File: config.mk
export PLATFORM = sky130hd
export DESIGN_NAME = next_permutation_step_top
export DESIGN_NICKNAME = d
export VERILOG_FILES = /design/src/rtl/core/npstep_pkg.sv /design/src/rtl/core/npstep_front.sv /design/src/rtl/core/npstep_queue.sv /design/src/rtl/core/npstep_back.sv /design/src/rtl/core/next_permutation_step_top.sv
export SDC_FILE = /design/constraint.sdc
export NUM_CORES = 1
export LEC_CHECK = 0
export BUFFER_PORTS_ARGS = -buffer_cell sky130_fd_sc_hd__buf_2
export CELL_PAD_IN_SITES_DETAIL_PLACEMENT = 0
export CELL_PAD_IN_SITES_GLOBAL_PLACEMENT = 1
export CORE_MARGIN = 2
export CORE_UTILIZATION = 40
export DETAILED_ROUTE_END_ITERATION = 6
export PLACE_DENSITY = 0.64
export SLEW_MARGIN = 20
export SYNTH_ARGS = -nofsm -noshare
export SYNTH_HDL_FRONTEND = slang
export SYNTH_HIERARCHICAL = 1
export SYNTH_SLANG_ARGS = --single-unit
File: constraint.sdc
create_clock -name clk -period 3.7 [get_ports clk]
set_input_delay 0.555 -clock clk [delete_from_list [all_inputs] [get_ports clk]]
set_output_delay 0.555 -clock clk [all_outputs]
set_load 0.02 [all_outputs]
File: src/rtl/core/npstep_pkg.sv
// Shared types and constants for the next-permutation step engine.
// No dependencies; every other file in rtl/core imports this package.
package npstep_pkg;

  localparam int unsigned POS_W    = 3;
  localparam int unsigned VAL_W    = 8;
  localparam int unsigned LEN_W    = 4;
  localparam int unsigned EMIT_MAX = 8;

  localparam logic [LEN_W-1:0] LEN_RESET = 4'd8;

  typedef enum logic {
    REQ_LOAD    = 1'b0,
    REQ_ADVANCE = 1'b1
  } req_t;

  typedef struct packed {
    req_t              kind;
    logic [POS_W-1:0]  pos;
    logic [VAL_W-1:0]  value;
    logic [LEN_W-1:0]  len;
  } cmd_t;

  typedef struct packed {
    logic [VAL_W-1:0]  value;
    logic [POS_W-1:0]  pos;
    logic              advanced;
    logic              last;
  } res_t;

endpackage

File: src/rtl/core/npstep_front.sv
// Front end: accepts input transactions, holds the length register and
// classifies each item into a command for the queue. Depends on npstep_pkg.
module npstep_front import npstep_pkg::*; #(
  parameter int unsigned MAX_LEN    = 8,
  parameter int unsigned VALUE_BITS = 8
) (
  input  logic             clk,
  input  logic             rst_n,
  input  logic             in_valid,
  output logic             in_stall,
  input  logic             in_req_type,
  input  logic [POS_W-1:0] in_load_position,
  input  logic [VAL_W-1:0] in_load_value,
  input  logic             cfg_valid,
  output logic             cfg_ready,
  input  logic [LEN_W-1:0] cfg_data,
  input  logic             q_full,
  output logic             push,
  output cmd_t             push_cmd
);

  localparam logic [VAL_W-1:0] VAL_MASK =
    (VALUE_BITS >= VAL_W) ? {VAL_W{1'b1}} : VAL_W'((1 << VALUE_BITS) - 1);

  logic [LEN_W-1:0] seq_len_r;
  logic [LEN_W-1:0] len_eff;
  logic             accept;
  logic             pos_ok;

  always_ff @(posedge clk) begin
    if (!rst_n) begin
      seq_len_r <= LEN_RESET;
    end else if (cfg_valid) begin
      seq_len_r <= cfg_data;
    end
  end

  assign cfg_ready = 1'b1;
  assign in_stall  = q_full;
  assign accept    = in_valid && !q_full;
  assign pos_ok    = (32'(in_load_position) < MAX_LEN);
  assign len_eff   = (32'(seq_len_r) > MAX_LEN) ? LEN_W'(MAX_LEN) : seq_len_r;

  assign push = accept && ((req_t'(in_req_type) == REQ_ADVANCE) || pos_ok);

  always_comb begin
    push_cmd.kind  = req_t'(in_req_type);
    push_cmd.pos   = in_load_position;
    push_cmd.value = in_load_value & VAL_MASK;
    push_cmd.len   = len_eff;
  end

endmodule

File: src/rtl/core/npstep_queue.sv
// Two-entry command queue between the front end and the back end.
// Depends on npstep_pkg for the command type.
module npstep_queue import npstep_pkg::*; (
  input  logic clk,
  input  logic rst_n,
  input  logic push,
  input  cmd_t push_cmd,
  output logic full,
  input  logic pop,
  output logic valid,
  output cmd_t pop_cmd
);

  logic [1:0] cnt_r;
  logic       wr_ptr_r;
  logic       rd_ptr_r;
  cmd_t       slot_r [2];
  logic       do_push;
  logic       do_pop;

  assign full    = (cnt_r == 2'd2);
  assign valid   = (cnt_r != 2'd0);
  assign pop_cmd = slot_r[rd_ptr_r];
  assign do_push = push && !full;
  assign do_pop  = pop && valid;

  always_ff @(posedge clk) begin
    if (!rst_n) begin
      cnt_r    <= 2'd0;
      wr_ptr_r <= 1'b0;
      rd_ptr_r <= 1'b0;
    end else begin
      if (do_push) begin
        wr_ptr_r <= !wr_ptr_r;
      end
      if (do_pop) begin
        rd_ptr_r <= !rd_ptr_r;
      end
      if (do_push && !do_pop) begin
        cnt_r <= cnt_r + 2'd1;
      end else if (!do_push && do_pop) begin
        cnt_r <= cnt_r - 2'd1;
      end
    end
  end

  always_ff @(posedge clk) begin
    if (do_push) begin
      slot_r[wr_ptr_r] <= push_cmd;
    end
  end

endmodule

File: src/rtl/core/npstep_back.sv
// Back end: holds the sequence memory, runs pivot search, swap, tail
// reversal and emission, and owns the result register. Depends on npstep_pkg.
module npstep_back import npstep_pkg::*; #(
  parameter int unsigned MAX_LEN = 8
) (
  input  logic clk,
  input  logic rst_n,
  input  logic q_valid,
  input  cmd_t q_cmd,
  output logic q_pop,
  output logic out_valid,
  input  logic out_stall,
  output res_t out_res
);

  localparam int unsigned AW = $clog2(MAX_LEN);

  typedef enum logic [10:0] {
    ST_IDLE    = 11'b000_0000_0001,
    ST_SCAN    = 11'b000_0000_0010,
    ST_FIND    = 11'b000_0000_0100,
    ST_SWAP    = 11'b000_0000_1000,
    ST_REV_LO  = 11'b000_0001_0000,
    ST_REV_HI  = 11'b000_0010_0000,
    ST_REV_WH  = 11'b000_0100_0000,
    ST_REV_WL  = 11'b000_1000_0000,
    ST_EMIT_RD = 11'b001_0000_0000,
    ST_EMIT    = 11'b010_0000_0000,
    ST_FILL    = 11'b100_0000_0000
  } state_t;

  logic [VAL_W-1:0] mem [MAX_LEN];

  state_t           state_r, state_nxt;
  logic [AW-1:0]    k_r, k_nxt;
  logic [AW-1:0]    top_idx_r, top_idx_nxt;
  logic [AW-1:0]    last_idx_r, last_idx_nxt;
  logic [AW-1:0]    piv_idx_r, piv_idx_nxt;
  logic [VAL_W-1:0] piv_val_r, piv_val_nxt;
  logic [VAL_W-1:0] prev_r, prev_nxt;
  logic             have_prev_r, have_prev_nxt;
  logic [VAL_W-1:0] hold_r, hold_nxt;
  logic [AW-1:0]    lo_r, lo_nxt;
  logic [AW-1:0]    hi_r, hi_nxt;
  logic             adv_r, adv_nxt;

  logic             rd_en;
  logic [AW-1:0]    rd_addr;
  logic [VAL_W-1:0] rdata_r;
  logic [AW-1:0]    rtag_r;
  logic             rvld_r;
  logic             wen;
  logic [AW-1:0]    waddr;
  logic [VAL_W-1:0] wdata;

  logic             out_valid_r;
  res_t             out_res_r;
  logic             out_load;
  res_t             out_new;
  logic             out_free;

  logic [LEN_W-1:0] n_emit;
  logic [AW-1:0]    piv_inc;
  logic [AW-1:0]    lo_inc;
  logic [AW-1:0]    hi_dec;

  assign out_free = !out_valid_r || !out_stall;
  assign n_emit   = (32'(q_cmd.len) > EMIT_MAX) ? LEN_W'(EMIT_MAX) : q_cmd.len;
  assign piv_inc  = piv_idx_r + 1'b1;
  assign lo_inc   = lo_r + 1'b1;
  assign hi_dec   = hi_r - 1'b1;

  always_comb begin
    state_nxt     = state_r;
    k_nxt         = k_r;
    top_idx_nxt   = top_idx_r;
    last_idx_nxt  = last_idx_r;
    piv_idx_nxt   = piv_idx_r;
    piv_val_nxt   = piv_val_r;
    prev_nxt      = prev_r;
    have_prev_nxt = have_prev_r;
    hold_nxt      = hold_r;
    lo_nxt        = lo_r;
    hi_nxt        = hi_r;
    adv_nxt       = adv_r;
    rd_en         = 1'b0;
    rd_addr       = k_r;
    wen           = 1'b0;
    waddr         = k_r;
    wdata         = hold_r;
    q_pop         = 1'b0;
    out_load      = 1'b0;
    out_new       = out_res_r;

    case (state_r)
      ST_IDLE: begin
        if (q_valid) begin
          q_pop = 1'b1;
          if (q_cmd.kind == REQ_LOAD) begin
            wen   = 1'b1;
            waddr = AW'(q_cmd.pos);
            wdata = q_cmd.value;
          end else begin
            adv_nxt       = 1'b0;
            k_nxt         = '0;
            have_prev_nxt = 1'b0;
            top_idx_nxt   = AW'(32'(q_cmd.len) - 32'd1);
            last_idx_nxt  = AW'(32'(n_emit) - 32'd1);
            if (q_cmd.len == '0) begin
              state_nxt = ST_FILL;
            end else if (q_cmd.len == LEN_W'(1)) begin
              state_nxt = ST_EMIT_RD;
            end else begin
              k_nxt     = AW'(32'(q_cmd.len) - 32'd1);
              state_nxt = ST_SCAN;
            end
          end
        end
      end
      ST_SCAN: begin
        rd_en   = 1'b1;
        rd_addr = k_r;
        if (k_r != '0) begin
          k_nxt = k_r - 1'b1;
        end
        if (rvld_r) begin
          if (have_prev_r && (rdata_r < prev_r)) begin
            piv_idx_nxt = rtag_r;
            piv_val_nxt = rdata_r;
            k_nxt       = top_idx_r;
            rd_en       = 1'b0;
            state_nxt   = ST_FIND;
          end else if (rtag_r == '0) begin
            k_nxt     = '0;
            rd_en     = 1'b0;
            state_nxt = ST_EMIT_RD;
          end else begin
            prev_nxt      = rdata_r;
            have_prev_nxt = 1'b1;
          end
        end
      end
      ST_FIND: begin
        rd_en   = 1'b1;
        rd_addr = k_r;
        if (k_r != '0) begin
          k_nxt = k_r - 1'b1;
        end
        if (rvld_r && (rdata_r > piv_val_r)) begin
          wen       = 1'b1;
          waddr     = rtag_r;
          wdata     = piv_val_r;
          hold_nxt  = rdata_r;
          rd_en     = 1'b0;
          state_nxt = ST_SWAP;
        end
      end
      ST_SWAP: begin
        wen     = 1'b1;
        waddr   = piv_idx_r;
        wdata   = hold_r;
        adv_nxt = 1'b1;
        lo_nxt  = piv_inc;
        hi_nxt  = top_idx_r;
        if (piv_inc < top_idx_r) begin
          state_nxt = ST_REV_LO;
        end else begin
          k_nxt     = '0;
          state_nxt = ST_EMIT_RD;
        end
      end
      ST_REV_LO: begin
        rd_en     = 1'b1;
        rd_addr   = lo_r;
        state_nxt = ST_REV_HI;
      end
      ST_REV_HI: begin
        rd_en     = 1'b1;
        rd_addr   = hi_r;
        hold_nxt  = rdata_r;
        state_nxt = ST_REV_WH;
      end
      ST_REV_WH: begin
        wen       = 1'b1;
        waddr     = hi_r;
        wdata     = hold_r;
        state_nxt = ST_REV_WL;
      end
      ST_REV_WL: begin
        wen    = 1'b1;
        waddr  = lo_r;
        wdata  = rdata_r;
        lo_nxt = lo_inc;
        hi_nxt = hi_dec;
        if (lo_inc < hi_dec) begin
          state_nxt = ST_REV_LO;
        end else begin
          k_nxt     = '0;
          state_nxt = ST_EMIT_RD;
        end
      end
      ST_EMIT_RD: begin
        rd_en     = 1'b1;
        rd_addr   = k_r;
        state_nxt = ST_EMIT;
      end
      ST_EMIT: begin
        if (out_free) begin
          out_load         = 1'b1;
          out_new.value    = rdata_r;
          out_new.pos      = POS_W'(k_r);
          out_new.advanced = adv_r;
          out_new.last     = (k_r == last_idx_r);
          if (k_r == last_idx_r) begin
            state_nxt = ST_IDLE;
          end else begin
            k_nxt   = k_r + 1'b1;
            rd_en   = 1'b1;
            rd_addr = k_r + 1'b1;
          end
        end
      end
      ST_FILL: begin
        if (out_free) begin
          out_load         = 1'b1;
          out_new.value    = '0;
          out_new.pos      = '0;
          out_new.advanced = 1'b0;
          out_new.last     = 1'b1;
          state_nxt        = ST_IDLE;
        end
      end
      default: begin
        state_nxt = ST_IDLE;
      end
    endcase
  end

  always_ff @(posedge clk) begin
    if (!rst_n) begin
      state_r     <= ST_IDLE;
      rvld_r      <= 1'b0;
      out_valid_r <= 1'b0;
    end else begin
      state_r <= state_nxt;
      rvld_r  <= rd_en;
      if (out_load) begin
        out_valid_r <= 1'b1;
      end else if (!out_stall) begin
        out_valid_r <= 1'b0;
      end
    end
  end

  always_ff @(posedge clk) begin
    k_r         <= k_nxt;
    top_idx_r   <= top_idx_nxt;
    last_idx_r  <= last_idx_nxt;
    piv_idx_r   <= piv_idx_nxt;
    piv_val_r   <= piv_val_nxt;
    prev_r      <= prev_nxt;
    have_prev_r <= have_prev_nxt;
    hold_r      <= hold_nxt;
    lo_r        <= lo_nxt;
    hi_r        <= hi_nxt;
    adv_r       <= adv_nxt;
    if (out_load) begin
      out_res_r <= out_new;
    end
  end

  always_ff @(posedge clk) begin
    if (wen) begin
      mem[waddr] <= wdata;
    end
  end

  always_ff @(posedge clk) begin
    if (rd_en) begin
      rdata_r <= mem[rd_addr];
      rtag_r  <= rd_addr;
    end
  end

  assign out_valid = out_valid_r;
  assign out_res   = out_res_r;

endmodule

File: src/rtl/core/next_permutation_step_top.sv
// A load passes through the command queue before it is written to the sequence memory; loads
// follow at one per cycle while the back end is idle. Output stalls delay the results of an
// advance, and the next item is taken in the cycle after its last result is loaded.
// Reset (synchronous, active low) clears control state and sets the length to 8; the
// sequence memory is not cleared.
module next_permutation_step_top import npstep_pkg::*; #(
  parameter int unsigned MAX_LEN    = 8,
  parameter int unsigned VALUE_BITS = 8
) (
  input  logic             clk,
  input  logic             rst_n,
  input  logic             in_valid,
  output logic             in_stall,
  input  logic             in_req_type,
  input  logic [POS_W-1:0] in_load_position,
  input  logic [VAL_W-1:0] in_load_value,
  output logic             out_valid,
  input  logic             out_stall,
  output logic [VAL_W-1:0] out_elem_value,
  output logic [POS_W-1:0] out_elem_position,
  output logic             out_advanced,
  output logic             out_last_elem,
  input  logic             cfg_valid,
  output logic             cfg_ready,
  input  logic [LEN_W-1:0] cfg_data
);

  logic push;
  cmd_t push_cmd;
  logic q_full;
  logic q_pop;
  logic q_valid;
  cmd_t q_cmd;
  res_t out_res;

  npstep_front #(
    .MAX_LEN    (MAX_LEN),
    .VALUE_BITS (VALUE_BITS)
  ) u_front (
    .clk              (clk),
    .rst_n            (rst_n),
    .in_valid         (in_valid),
    .in_stall         (in_stall),
    .in_req_type      (in_req_type),
    .in_load_position (in_load_position),
    .in_load_value    (in_load_value),
    .cfg_valid        (cfg_valid),
    .cfg_ready        (cfg_ready),
    .cfg_data         (cfg_data),
    .q_full           (q_full),
    .push             (push),
    .push_cmd         (push_cmd)
  );

  npstep_queue u_queue (
    .clk      (clk),
    .rst_n    (rst_n),
    .push     (push),
    .push_cmd (push_cmd),
    .full     (q_full),
    .pop      (q_pop),
    .valid    (q_valid),
    .pop_cmd  (q_cmd)
  );

  npstep_back #(
    .MAX_LEN (MAX_LEN)
  ) u_back (
    .clk       (clk),
    .rst_n     (rst_n),
    .q_valid   (q_valid),
    .q_cmd     (q_cmd),
    .q_pop     (q_pop),
    .out_valid (out_valid),
    .out_stall (out_stall),
    .out_res   (out_res)
  );

  assign out_elem_value    = out_res.value;
  assign out_elem_position = out_res.pos;
  assign out_advanced      = out_res.advanced;
  assign out_last_elem     = out_res.last;

endmodule

# Word-level counts from Yosys, hierarchy flattened
# Memories as Yosys holds them, arrays and structs flattened. A register that Yosys moved wholly into a read port is not among the register bits.
# Index checks and enable logic that the tools add are counted.
[word_totals]
regBits = 81
latchBits = 0
ramBits = 96
mem_bits_ro = 0
out_inout_bits = 16
wordCells = 184
n_memories = 2
[memory_table]
columns = ["name", "depth", "word_bits", "rd", "rd_clocked_by_memory_dff", "write_ports", "line_no", "text"]
rows = [
  ["u_back.mem", 8, 8, 1, 1, 1, "npstep_back.sv:32", "logic [VAL_W-1:0] mem [MAX_LEN];"],
  ["u_queue.slot_r", 2, 16, 1, 1, 1, "npstep_queue.sv:17", "cmd_t slot_r [2];"],
]
[op_classes]
addsub = 9
mul = 0
div_mod_pow = 0
order_cmp = 6
eq_ne = 27
shifts = 0
muxes = 77
n_bitwise = 2
reduce_logical = 38
[op_table]
columns = ["operator", "n"]
rows = [
  ["$pmux W11 S11", 1],
  ["$mux W11", 10],
  ["$mux W3", 16],
  ["$mux W8", 4],
  ["$mux W9", 3],
  ["$mux W1", 26],
  ["$mux W13", 2],
  ["$pmux W13 S2", 1],
  ["$pmux W8 S3", 1],
  ["$pmux W3 S6", 1],
  ["$pmux W8 S2", 1],
  ["$pmux W3 S5", 1],
  ["$ne A2 B1 Y1 const B", 7],
  ["$reduce_bool A2 Y1", 7],
  ["$pmux W3 S2", 2],
  ["$sub A3 B1 Y3 const B", 4],
  ["$eq A11 B1 Y1 const B", 1],
  ["$eq A11 B10 Y1 const B", 1],
  ["$eq A11 B11 Y1 const B", 1],
  ["$eq A11 B2 Y1 const B", 1],
  ["$eq A11 B3 Y1 const B", 1],
  ["$eq A11 B4 Y1 const B", 1],
  ["$eq A11 B5 Y1 const B", 1],
  ["$eq A11 B6 Y1 const B", 1],
  ["other kinds (37)", 64],
]

# Depth between registers and ports, before layout
# Gate-level depths: netlist (run 1).
[depth]
ltp_word = 8
ltp_mapped = 11

# Hierarchy
# Netlist (run 1), hierarchy kept.
[modules_own_cells]
columns = ["mod", "instances", "cells_per_inst", "area_per_inst_um2", "seq_area_each_um2"]
rows = [
  ["npstep_back", 1, 565, 7200.7, 4224.1],
  ["npstep_queue", 1, 75, 1390.1, 1061.0],
  ["npstep_front", 1, 33, 291.5, 80.1],
]

# Worst setup path after synthesis (run 1)
# Ideal clock, no wire load.
[synth_path]
path_type = "flip-flop to flip-flop"
startpoint = "reg u_back.rdata_r[5] (read register of u_back.mem)"
endpoint = "mem u_back.mem[4][0] (enable)"
t_arrival_ns = 2.795
t_required_ns = 3.317
path_slack_ns = 0.521
stages_incl_launch_ff = 9
n_path_buf = 0
synth_period_minus_slack_ns = 3.179
cell_sequence = "edfxtp_1 -> ha_1 -> a211o_1 -> a21oi_1 -> and3_1 -> nor3_4 -> a221o_1 -> or3_4 -> nor3_1"
[synth_via]
elab_chain_len = 6
elab_cells_between_ends = 8
[synth_rtl]
columns = ["element", "line_no", "text"]
rows = [
  ["start: declaration", "npstep_back.sv:49", "logic [VAL_W-1:0] rdata_r;"],
  ["$gt A8 B8 Y1 *", "npstep_back.sv:149", "if (rvld_r && (rdata_r > piv_val_r)) begin"],
  ["$logic_and A1 B1 Y1 *", "npstep_back.sv:149", ""],
  ["$mux W1", "npstep_back.sv:149", ""],
  ["$pmux W1 S3", "npstep_back.sv:95", "case (state_r)"],
  ["$mux W1", "npstep_back.sv:273", "if (wen) begin"],
  ["$mux W1 (implied by the code)", "npstep_back.sv:274", "mem[waddr] <= wdata;"],
  ["end: declaration", "npstep_back.sv:32", ""],
]
# Every way passes the cells marked *; elsewhere a longest branch is shown, timed or not.

# Worst setup path in the final report (run 1)
[layout_path]
startpoint = "reg u_back.state_r[5]"
endpoint = "mem u_back.mem[5][1] (enable)"
[layout_via]
elab_chain_len = 5
elab_cells_between_ends = 10
[layout_rtl]
columns = ["element", "line_no", "text"]
rows = [
  ["start: declaration", "npstep_back.sv:34", "state_t state_r, state_nxt;"],
  ["start signal: assignment", "npstep_back.sv:245", "state_r <= state_nxt;"],
  ["$eq A11 B7 Y1 (tied with other cells)", "npstep_back.sv:95", ""],
  ["$reduce_or A3 Y1 (no source line)", "-", ""],
  ["$pmux W1 S3", "npstep_back.sv:95", ""],
  ["$mux W1", "npstep_back.sv:273", ""],
  ["$mux W1 (implied by the code)", "npstep_back.sv:274", ""],
]
# Parallel ways exist; a longest one is shown, timed or not.

==> metrics.txt, run 1 <==
top fanout value on the critical path 11; setup_tns 0 ps; die extent in y 153.0 µm; number of hold-slack violations in the final timing report 0; Peak Freq 299.2 MHz; syn_area_per_cell 13.20 µm²; number of sinks driven by the clock tree 186; Final Hold Slack around 310 ps; total congestion overflow 0; leading register cell type out of synthesis edfxtp_1; cts bufs inserted 17; part of the total power dissipated in sequential elements 41.8%; asr flop ratio synth 0%; power density over the cells 677.5 mW/mm²; layer with the highest usage after global routing met2; buffers from clock root to sink, at most 2; setup bufs post-CTS 0; drt wl/cell 21.07 µm; startpoint of the tightest hold check path in_load_value[5]; result of the run finished with violations; path category of the worst min-delay check in -> reg; count of input and output buffers 35; Mapped Cells 673; critical setup path kind reg -> reg; met3 track demand over resource in global routing 4.536%; setup repair after global routing missed its margin no; detailed-route DRC error count 5; Layout Nets 769; routed wire length 21.32 mm; fin. max-slew vios 0; DPL Wire Length 15.81 mm; share of the synthesized area in the top cell type 55.44%; R2R Path Start u_back/state_r[5]; arrival time worst endpoint 3480 ps; Die Span X roughly 150 µm; Worst path most repeated cell nor3_4; count of antenna diodes in the layout 0; global-route total usage across every layer 18.58%; Ys Warns 6; overall die area ~0.023 mm²; global routing met2 resource utilization 30.00%; most common cell after layout, fill and taps aside edfxtp_1; Post-CTS Resized 0; ratio of routed vias to standard cells 5.495; combinational share of power 31.2%; insertion delay of the later-clocked pin in the worst-skew pair 440 ps; proportion of synthesized chip area in sequential cells 60.40%; final count of negative-setup-slack endpoints 0; worst-case vdd ir drop 0.2994 mV; via count of the first global-routing pass between 5k and 6k; Layout Skew 12.57 ps; root buffer cell clkbuf_16; Top-Level Pins 37; number of H-tree levels 4; tightest slew margin relative to the limit 43.36%; total number of placement rows 54; Initial Util 40.70%; proportion of power drawn by the clock network 26.9%; maximum number of pins on one net before global-route repair 41; slew at the pin closest to its max-slew limit 847.9 ps; most frequent cells in the layout 164 x edfxtp_1, 39 x nand2_1, 39 x mux2i_1, 35 x buf_2, 33 x inv_1; number of flops mapped to enable cells by yosys 164; net switching fraction of the power 35.17%; CTS Hold Buffers Added 0; number of iterations in the first detailed-routing pass 7; via total after detailed routing 5,561; largest area contributor in the netlist edfxtp_1; ratio of cells with drive above 1 in the final layout a little under a fifth; worst setup path start u_back/state_r[5]; syn_nets 723; crit start category flop; Crit-path slowest cell or4_1; nature of the critical path endpoint flop; largest cells by area after synthesis edfxtp_1 55%, dfxtp_1 5.0%, mux2i_1 4.4%; critical-path cell list or4_1 > nor3_4 > nand4b_4 > nor3_4 > and3b_1 > o21bai_1 > nor3_1 > buf_4; routability-driven placement congestion ratio 0.8828; antenna viol nets, final 0; number of synthesized register bits about 190; initial antenna violation count 0; clock period minus final worst setup slack approximately 3300 ps; CTS tree done; required time at the endpoint of the critical path 3840 ps; violated checks design-rule violations; Synth Cell Area around 0.0089 mm²; period utilisation layout 90.35%; violation count after the first detailed-routing iteration a little under 400; synth-to-layout area growth 12.59%; switching power ~2.4 mW; leakage power of the design 3.631 nW; global-route met1 utilization 24.35%; Synth cell types 75; internal power component 4.393 mW; wire length of the first global-routing pass 32.53 mm; area of the core 0.02182 mm²; stage delay of the slowest cell on the critical path 750 ps; Clk pin slew, worst setup/hold paths approximately 80 ps; Max Cap Violations 0
-- worst max-delay path, delay by kind of cell (launching register included) --
| kind | cells | cell delay, ps |
|---|---|---|
| flip-flops | 1 | 400 |
| AND/OR/NAND/NOR | 6 | 2140 |
| buffers and inverters | 1 | 210 |
| AO/OA/AOI/OAI | 1 | 290 |
-- routing by layer --
layer	part of all wire, %	vias to the layer above
met5	0	-
li1	-	2616
met2	47	165
met3	5.6	38
met4	2.7	0
met1	44	2742
-- power by group through the flow --
stage / logic [mW] / registers [mW] / clock network (mW)
2_1_floorplan: 1.43 / 2.85 / 0
3_3_place_gp: 2.08 / 2.88 / 0
3_5_place_dp: 2.11 / 2.88 / 0
4_1_cts: 2.12 / 2.84 / 1.87
5_1_grt: 2.30 / 2.86 / 1.95
6_report: 2.12 / 2.83 / 1.82
-- kinds of logic (layout without fill, tap and decap cells) --
logic type,after synthesis,in the layout,share of synthesized area [%]
buffers and inverters,72,131,4.155
adders and majority gates,29,29,4.085
and+or+nand+nor,182,182,11.96
DFF,186,186,60.40
xor gates and xnor gates,17,17,1.676
other,1,1,0.04222
muxes,56,56,6.550
AOI/OAI and AO/OA,130,130,11.13
-- cells in the mapped netlist, types with 3 or more instances --
cell type and count:
a21oi_1 18, o21ai_0 25, nand3_1 12, a221oi_1 4, buf_2 7, o21ai_1 3
edfxtp_1 164, inv_1 33, clkbuf_1 8, o21bai_1 4, a221o_1 11, nand4_1 4
and2_1 22, a22o_1 12, nor3_1 20, nor2_1 22, xnor2_1 11, a21boi_0 3
nand2b_1 6, or4_1 3, a211oi_1 16, dfxtp_1 22, buf_6 3, mux2i_1 39
buf_4 18, nor2b_1 22, a41oi_1 3, o211ai_1 3, nand2_1 39, mux2_2 17
ha_1 29, or2_2 5, a21o_1 3, and3_1 4, xor2_1 6
-- registers in the layout (all words and copies together), names as in the netlist, 2 cells and up, named ones only --
signal and count:
u_back/rdata_r 8, u_queue/cnt_r 2, u_back/piv_val_r 8, u_queue/slot_r 32, u_back/hold_r 8, u_back/out_res 13
u_back/prev_r 8, u_back/state_r 11, u_back/last_idx_r 3, u_back/hi_r 3, u_back/mem 64, u_front/seq_len_r 4
u_back/k_r 3, u_back/lo_r 3, u_back/piv_idx_r 3, u_back/top_idx_r 3, u_back/rtag_r 3
-- final cells by class --
class,count,area (µm²)
Multi-Input combinational cell,415,3153
Tap cell,280,350.3
Timing Repair Buffer,63,397.9
Clock inverter,15,173.9
Inverter,36,135.1
Clock buffer,17,425.4
Fill cell,1951,11820
Sequential cell,186,5365
-- final timing paths --
check                         endpoint  slack [ps]  cells after the start
setup reg to reg      u_back/mem[5][1]         360                      8
hold / removal    u_queue/slot_r[0][9]         310                      1
setup / recovery      u_back/mem[5][1]         360                      8
hold reg to reg   u_front/seq_len_r[2]         520                      2
-- through the flow --
stage          util (%)  cell area, µm²  total power, mW  setup WS, ps  instances
2_1_floorplan         -            8882            4.280         521.4        673
4_1_cts           45.83           10000            6.821         403.6       1012
3_3_place_gp      43.08            9402            4.960         449.7        980
5_1_grt           45.83           10000            7.104         185.6       1012
3_5_place_dp      43.08            9402            4.991         432.2        980
6_report          45.83           10000            6.776         357.2       1012
No activity file was read; power rests on OpenSTA's default activity.
==> run 2, diff against run 1 <==
- PLACE_DENSITY: 0.64 -> 0.69
- SYNTH_HIERARCHICAL: 1 -> unset
==> run 2 against run 1 <==
Net effect: the flow now finishes without violations; synthesized area fell by 4.1%; clock power barely moved; final cell count fell by 5.9%; first-iteration DRC count rose by 14%; utilization rose by 0.97 points; worst hold slack got worse by 2.2 ps; synthesized cell count fell by 11%; power fell by 9.0%; global-route usage fell by 0.74 points; largest cell class unchanged.
==> metrics.txt, run 2 <==
number of placed instances with taps included 920 (was 980); Ys Warns 0 (was 6); largest family of logic cells by synthesized area simple AND/OR/NAND/NOR gates (unchanged); violation count after the first detailed-routing iteration 445 (was 391); CTS Hold Buffers Added 0 (unchanged); ratio of cells with drive above 1 in the final layout 21.12% (was 18.85%); Setup Slack @ Placement 246.7 ps (was 432.2 ps); leakage power of the design 3.610 nW (was 3.631 nW); Layout Nets 714 (was 769); most common cell after layout, fill and taps aside edfxtp_1 (unchanged); Peak Freq 293.2 MHz (was 299.2 MHz); compound-gate portion of the synthesized area 8.972% (was 11.13%); multiplexer share of the synthesized area 8.811% (was 6.550%); antenna viol nets, final 0 (unchanged); syn_area_per_cell 14.22 µm² (was 13.20 µm²); worst-case vdd ir drop 0.3940 mV (was 0.2994 mV); most flop-heavy register u_back.mem (was u_back/mem); top cells by count, synth 164 x edfxtp_1, 40 x nand2_1, 34 x inv_1, 29 x ha_1 (was 164 x edfxtp_1, 39 x mux2i_1, 39 x nand2_1, 33 x inv_1, 29 x ha_1); Max Cap Violations 0 (unchanged); critical setup path kind reg -> reg (unchanged); number of sinks driven by the clock tree 186 (unchanged); number of flops mapped to enable cells by yosys 164 (unchanged); Clk pin slew, worst setup/hold paths 70 ps (was 80 ps); result of the run completed (was finished with violations); period utilisation layout 92.19% (was 90.35%); routed wire length 18.77 mm (was 21.32 mm); wire length of the first global-routing pass 29.53 mm (was 32.53 mm); drt wl/cell 19.72 µm (was 21.07 µm); most numerous cell in the Yosys netlist edfxtp_1 (unchanged); largest cells by area after synthesis edfxtp_1 58%, dfxtp_1 5.2%, ha_1 4.3% (was edfxtp_1 55%, dfxtp_1 5.0%, mux2i_1 4.4%); setup repair after global routing missed its margin no (unchanged); routability-driven placement congestion ratio 0.8375 (was 0.8828); number of hold-slack violations in the final timing report 0 (unchanged); cts bufs inserted 17 (unchanged); Worst setup endpoint u_back.mem[6][6] (was u_back/mem[5][1]); CTS tree done (unchanged); parity-gate share of the synthesized area counting xor and xnor cells 1.645% (was 1.676%); Mapped Cells 599 (was 673); Synth cell types 72 (was 75); maximum number of pins on one net before global-route repair 20 (was 41); non-filler instance count after layout 952 (was 1,012); count of input and output buffers 35 (unchanged); buffers from clock root to sink, at most 2 (unchanged); total number of placement rows 53 (was 54); die extent in y 150.0 µm (was 153.0 µm); area of the core 0.02096 mm² (was 0.02182 mm²); path category of the worst min-delay check in -> reg (unchanged); least setup slack across all paths after layout 288.8 ps (was 357.2 ps); final core occ 46.80% (was 45.83%); total power of the final layout 6.167 mW (was 6.776 mW); nature of the critical path endpoint flop (unchanged); DPL Wire Length 13.95 mm (was 15.81 mm); share of the synthesized area in the top cell type 57.80% (was 55.44%); Layout Skew 10.47 ps (was 12.57 ps); critical register-to-register path endpoint u_back.mem[6][6] (was u_back/mem[5][1]); design area 0.009807 mm² (was 0.01000 mm²); total congestion overflow 0 (unchanged); setup bufs post-CTS 0 (unchanged); proportion of synthesized chip area in sequential cells 62.97% (was 60.40%); number of synthesized register bits 186 (unchanged); initial antenna violation count 0 (unchanged); required time at the endpoint of the critical path 3840 ps (about the same); Reg2Reg Depth 8 (unchanged); root buffer cell clkbuf_16 (unchanged); count of antenna diodes in the layout 0 (unchanged); R2R Path Start u_back.state_r[7] (was u_back/state_r[5]); Top-Level Pins 37 (unchanged); setup slack of the most critical reg-to-reg path 290 ps (was 360 ps); Synth Cell Area 0.008521 mm² (was 0.008882 mm²); worst setup path start u_back.state_r[7] (was u_back/state_r[5]); largest area contributor in the netlist edfxtp_1 (unchanged); ratio of routed vias to standard cells 5.383 (was 5.495); total placed instance area 0.009198 mm² (was 0.009402 mm²); adder and majority gate portion of the synthesized area 4.258% (was 4.085%); leading register cell type out of synthesis edfxtp_1 (unchanged); setup_tns 0 ps (unchanged); number of flip-flops under the largest register name 64 (unchanged); most frequent cells in the layout 164 x edfxtp_1, 40 x nand2_1, 35 x buf_2, 34 x inv_1, 34 x buf_4 (was 164 x edfxtp_1, 39 x nand2_1, 39 x mux2i_1, 35 x buf_2, 33 x inv_1); via total after detailed routing 5,125 (was 5,561); power density over the cells 628.8 mW/mm² (was 677.5 mW/mm²); global-route total usage across every layer 17.84% (was 18.58%); asr flop ratio synth 0% (unchanged); fin. max-slew vios 0 (unchanged); insertion delay of the later-clocked pin in the worst-skew pair 430 ps (was 440 ps); top fanout value on the critical path 13 (was 11); overall die area 0.02249 mm² (was 0.02341 mm²); slew at the pin closest to its max-slew limit 1020 ps (was 847.9 ps); final count of negative-setup-slack endpoints 0 (unchanged); Final Hold Slack 309.1 ps (was 311.3 ps); fillcell total 1,871 (was 1,951); crit start category flop (unchanged); clock period minus final worst setup slack 3411 ps (was 3343 ps); Die Span X 150.0 µm (was 153.0 µm); detailed-route DRC error count 0 (was 5); syn_nets 649 (was 723); arrival time worst endpoint 3560 ps (was 3480 ps); tightest slew margin relative to the limit 32.00% (was 43.36%); via count of the first global-routing pass 5,369 (was 5,597); number of iterations in the first detailed-routing pass 4 (was 7); simple-gate share of the synthesized area 10.35% (was 11.96%); number of H-tree levels 4 (unchanged); synth-to-layout area growth 15.10% (was 12.59%); Initial Util 40.66% (was 40.70%)
[run 2: worst min-delay path by stage]
stage,from,to,slack [ps],depth (start not counted)
floorplan,u_back.rtag_r[0],u_back.piv_idx_r[0],450,0
global placement,u_back.rtag_r[0],u_back.piv_idx_r[0],470,0
detailed placement,u_back.rtag_r[0],u_back.piv_idx_r[0],470,0
CTS,in_load_value[0],u_queue.slot_r[1][4],290,1
global route,in_load_value[5],u_queue.slot_r[0][9],290,1
finish,in_load_value[5],u_queue.slot_r[1][9],310,1
[run 2: where the power goes]
| part | total (mW) | switching (mW) | leakage [nW] | internal, mW |
|---|---|---|---|---|
| Clock | 1.83 | 0.862 | 0.298 | 0.971 |
| Combinational | 1.59 | 0.906 | 1.64 | 0.684 |
| Sequential | 2.74 | 0.114 | 1.67 | 2.63 |
| Total | 6.17 | 1.88 | 3.61 | 4.28 |
[run 2: logic make-up (layout without fill, tap and decap cells)]
family / Yosys count / in the layout
flops: 186 / 186
simple gates: 158 / 158
compound gates: 101 / 101
buf+inv: 58 / 136
mux: 50 / 50
fa+ha+maj: 29 / 29
xor+xnor: 16 / 16
other cells: 1 / 1
[run 2: layout make-up]
class / instances / area [µm²] / area share, %
clock inverters: 15 / 178.9 / 1.824
clock buffers: 17 / 425.4 / 4.338
inverters: 34 / 127.6 / 1.301
repair buffers: 70 / 450.4 / 4.593
well taps: 275 / 344.1 / 3.509
multi-input cells: 355 / 2915 / 29.73
flip-flops and latches: 186 / 5365 / 54.71
[run 2: critical path, cell delays in order (launching register included)]
cell and delay, ps:
dfxtp_1 380, or4_4 580, or2_1 320, or4_4 570, and3b_1 310, buf_4 230, a221oi_1 180, nor4_1 320
buf_4 230
[run 2: repair_timing]
action                                  CTS  global route
endpoints found under the setup margin    0             8
resized for setup                         0             1
endpoints found under the hold margin     0             0
[run 2: layer usage]
metal | GRT usage [%] | wire (µm) | up-vias
met5 | 0 | 0 | -
met4 | 6.085 | 310 | 0
met3 | 4.085 | 1133 | 23
met2 | 28.04 | 8689 | 166
met1 | 24.50 | 8642 | 2510
li1 | - | - | 2426
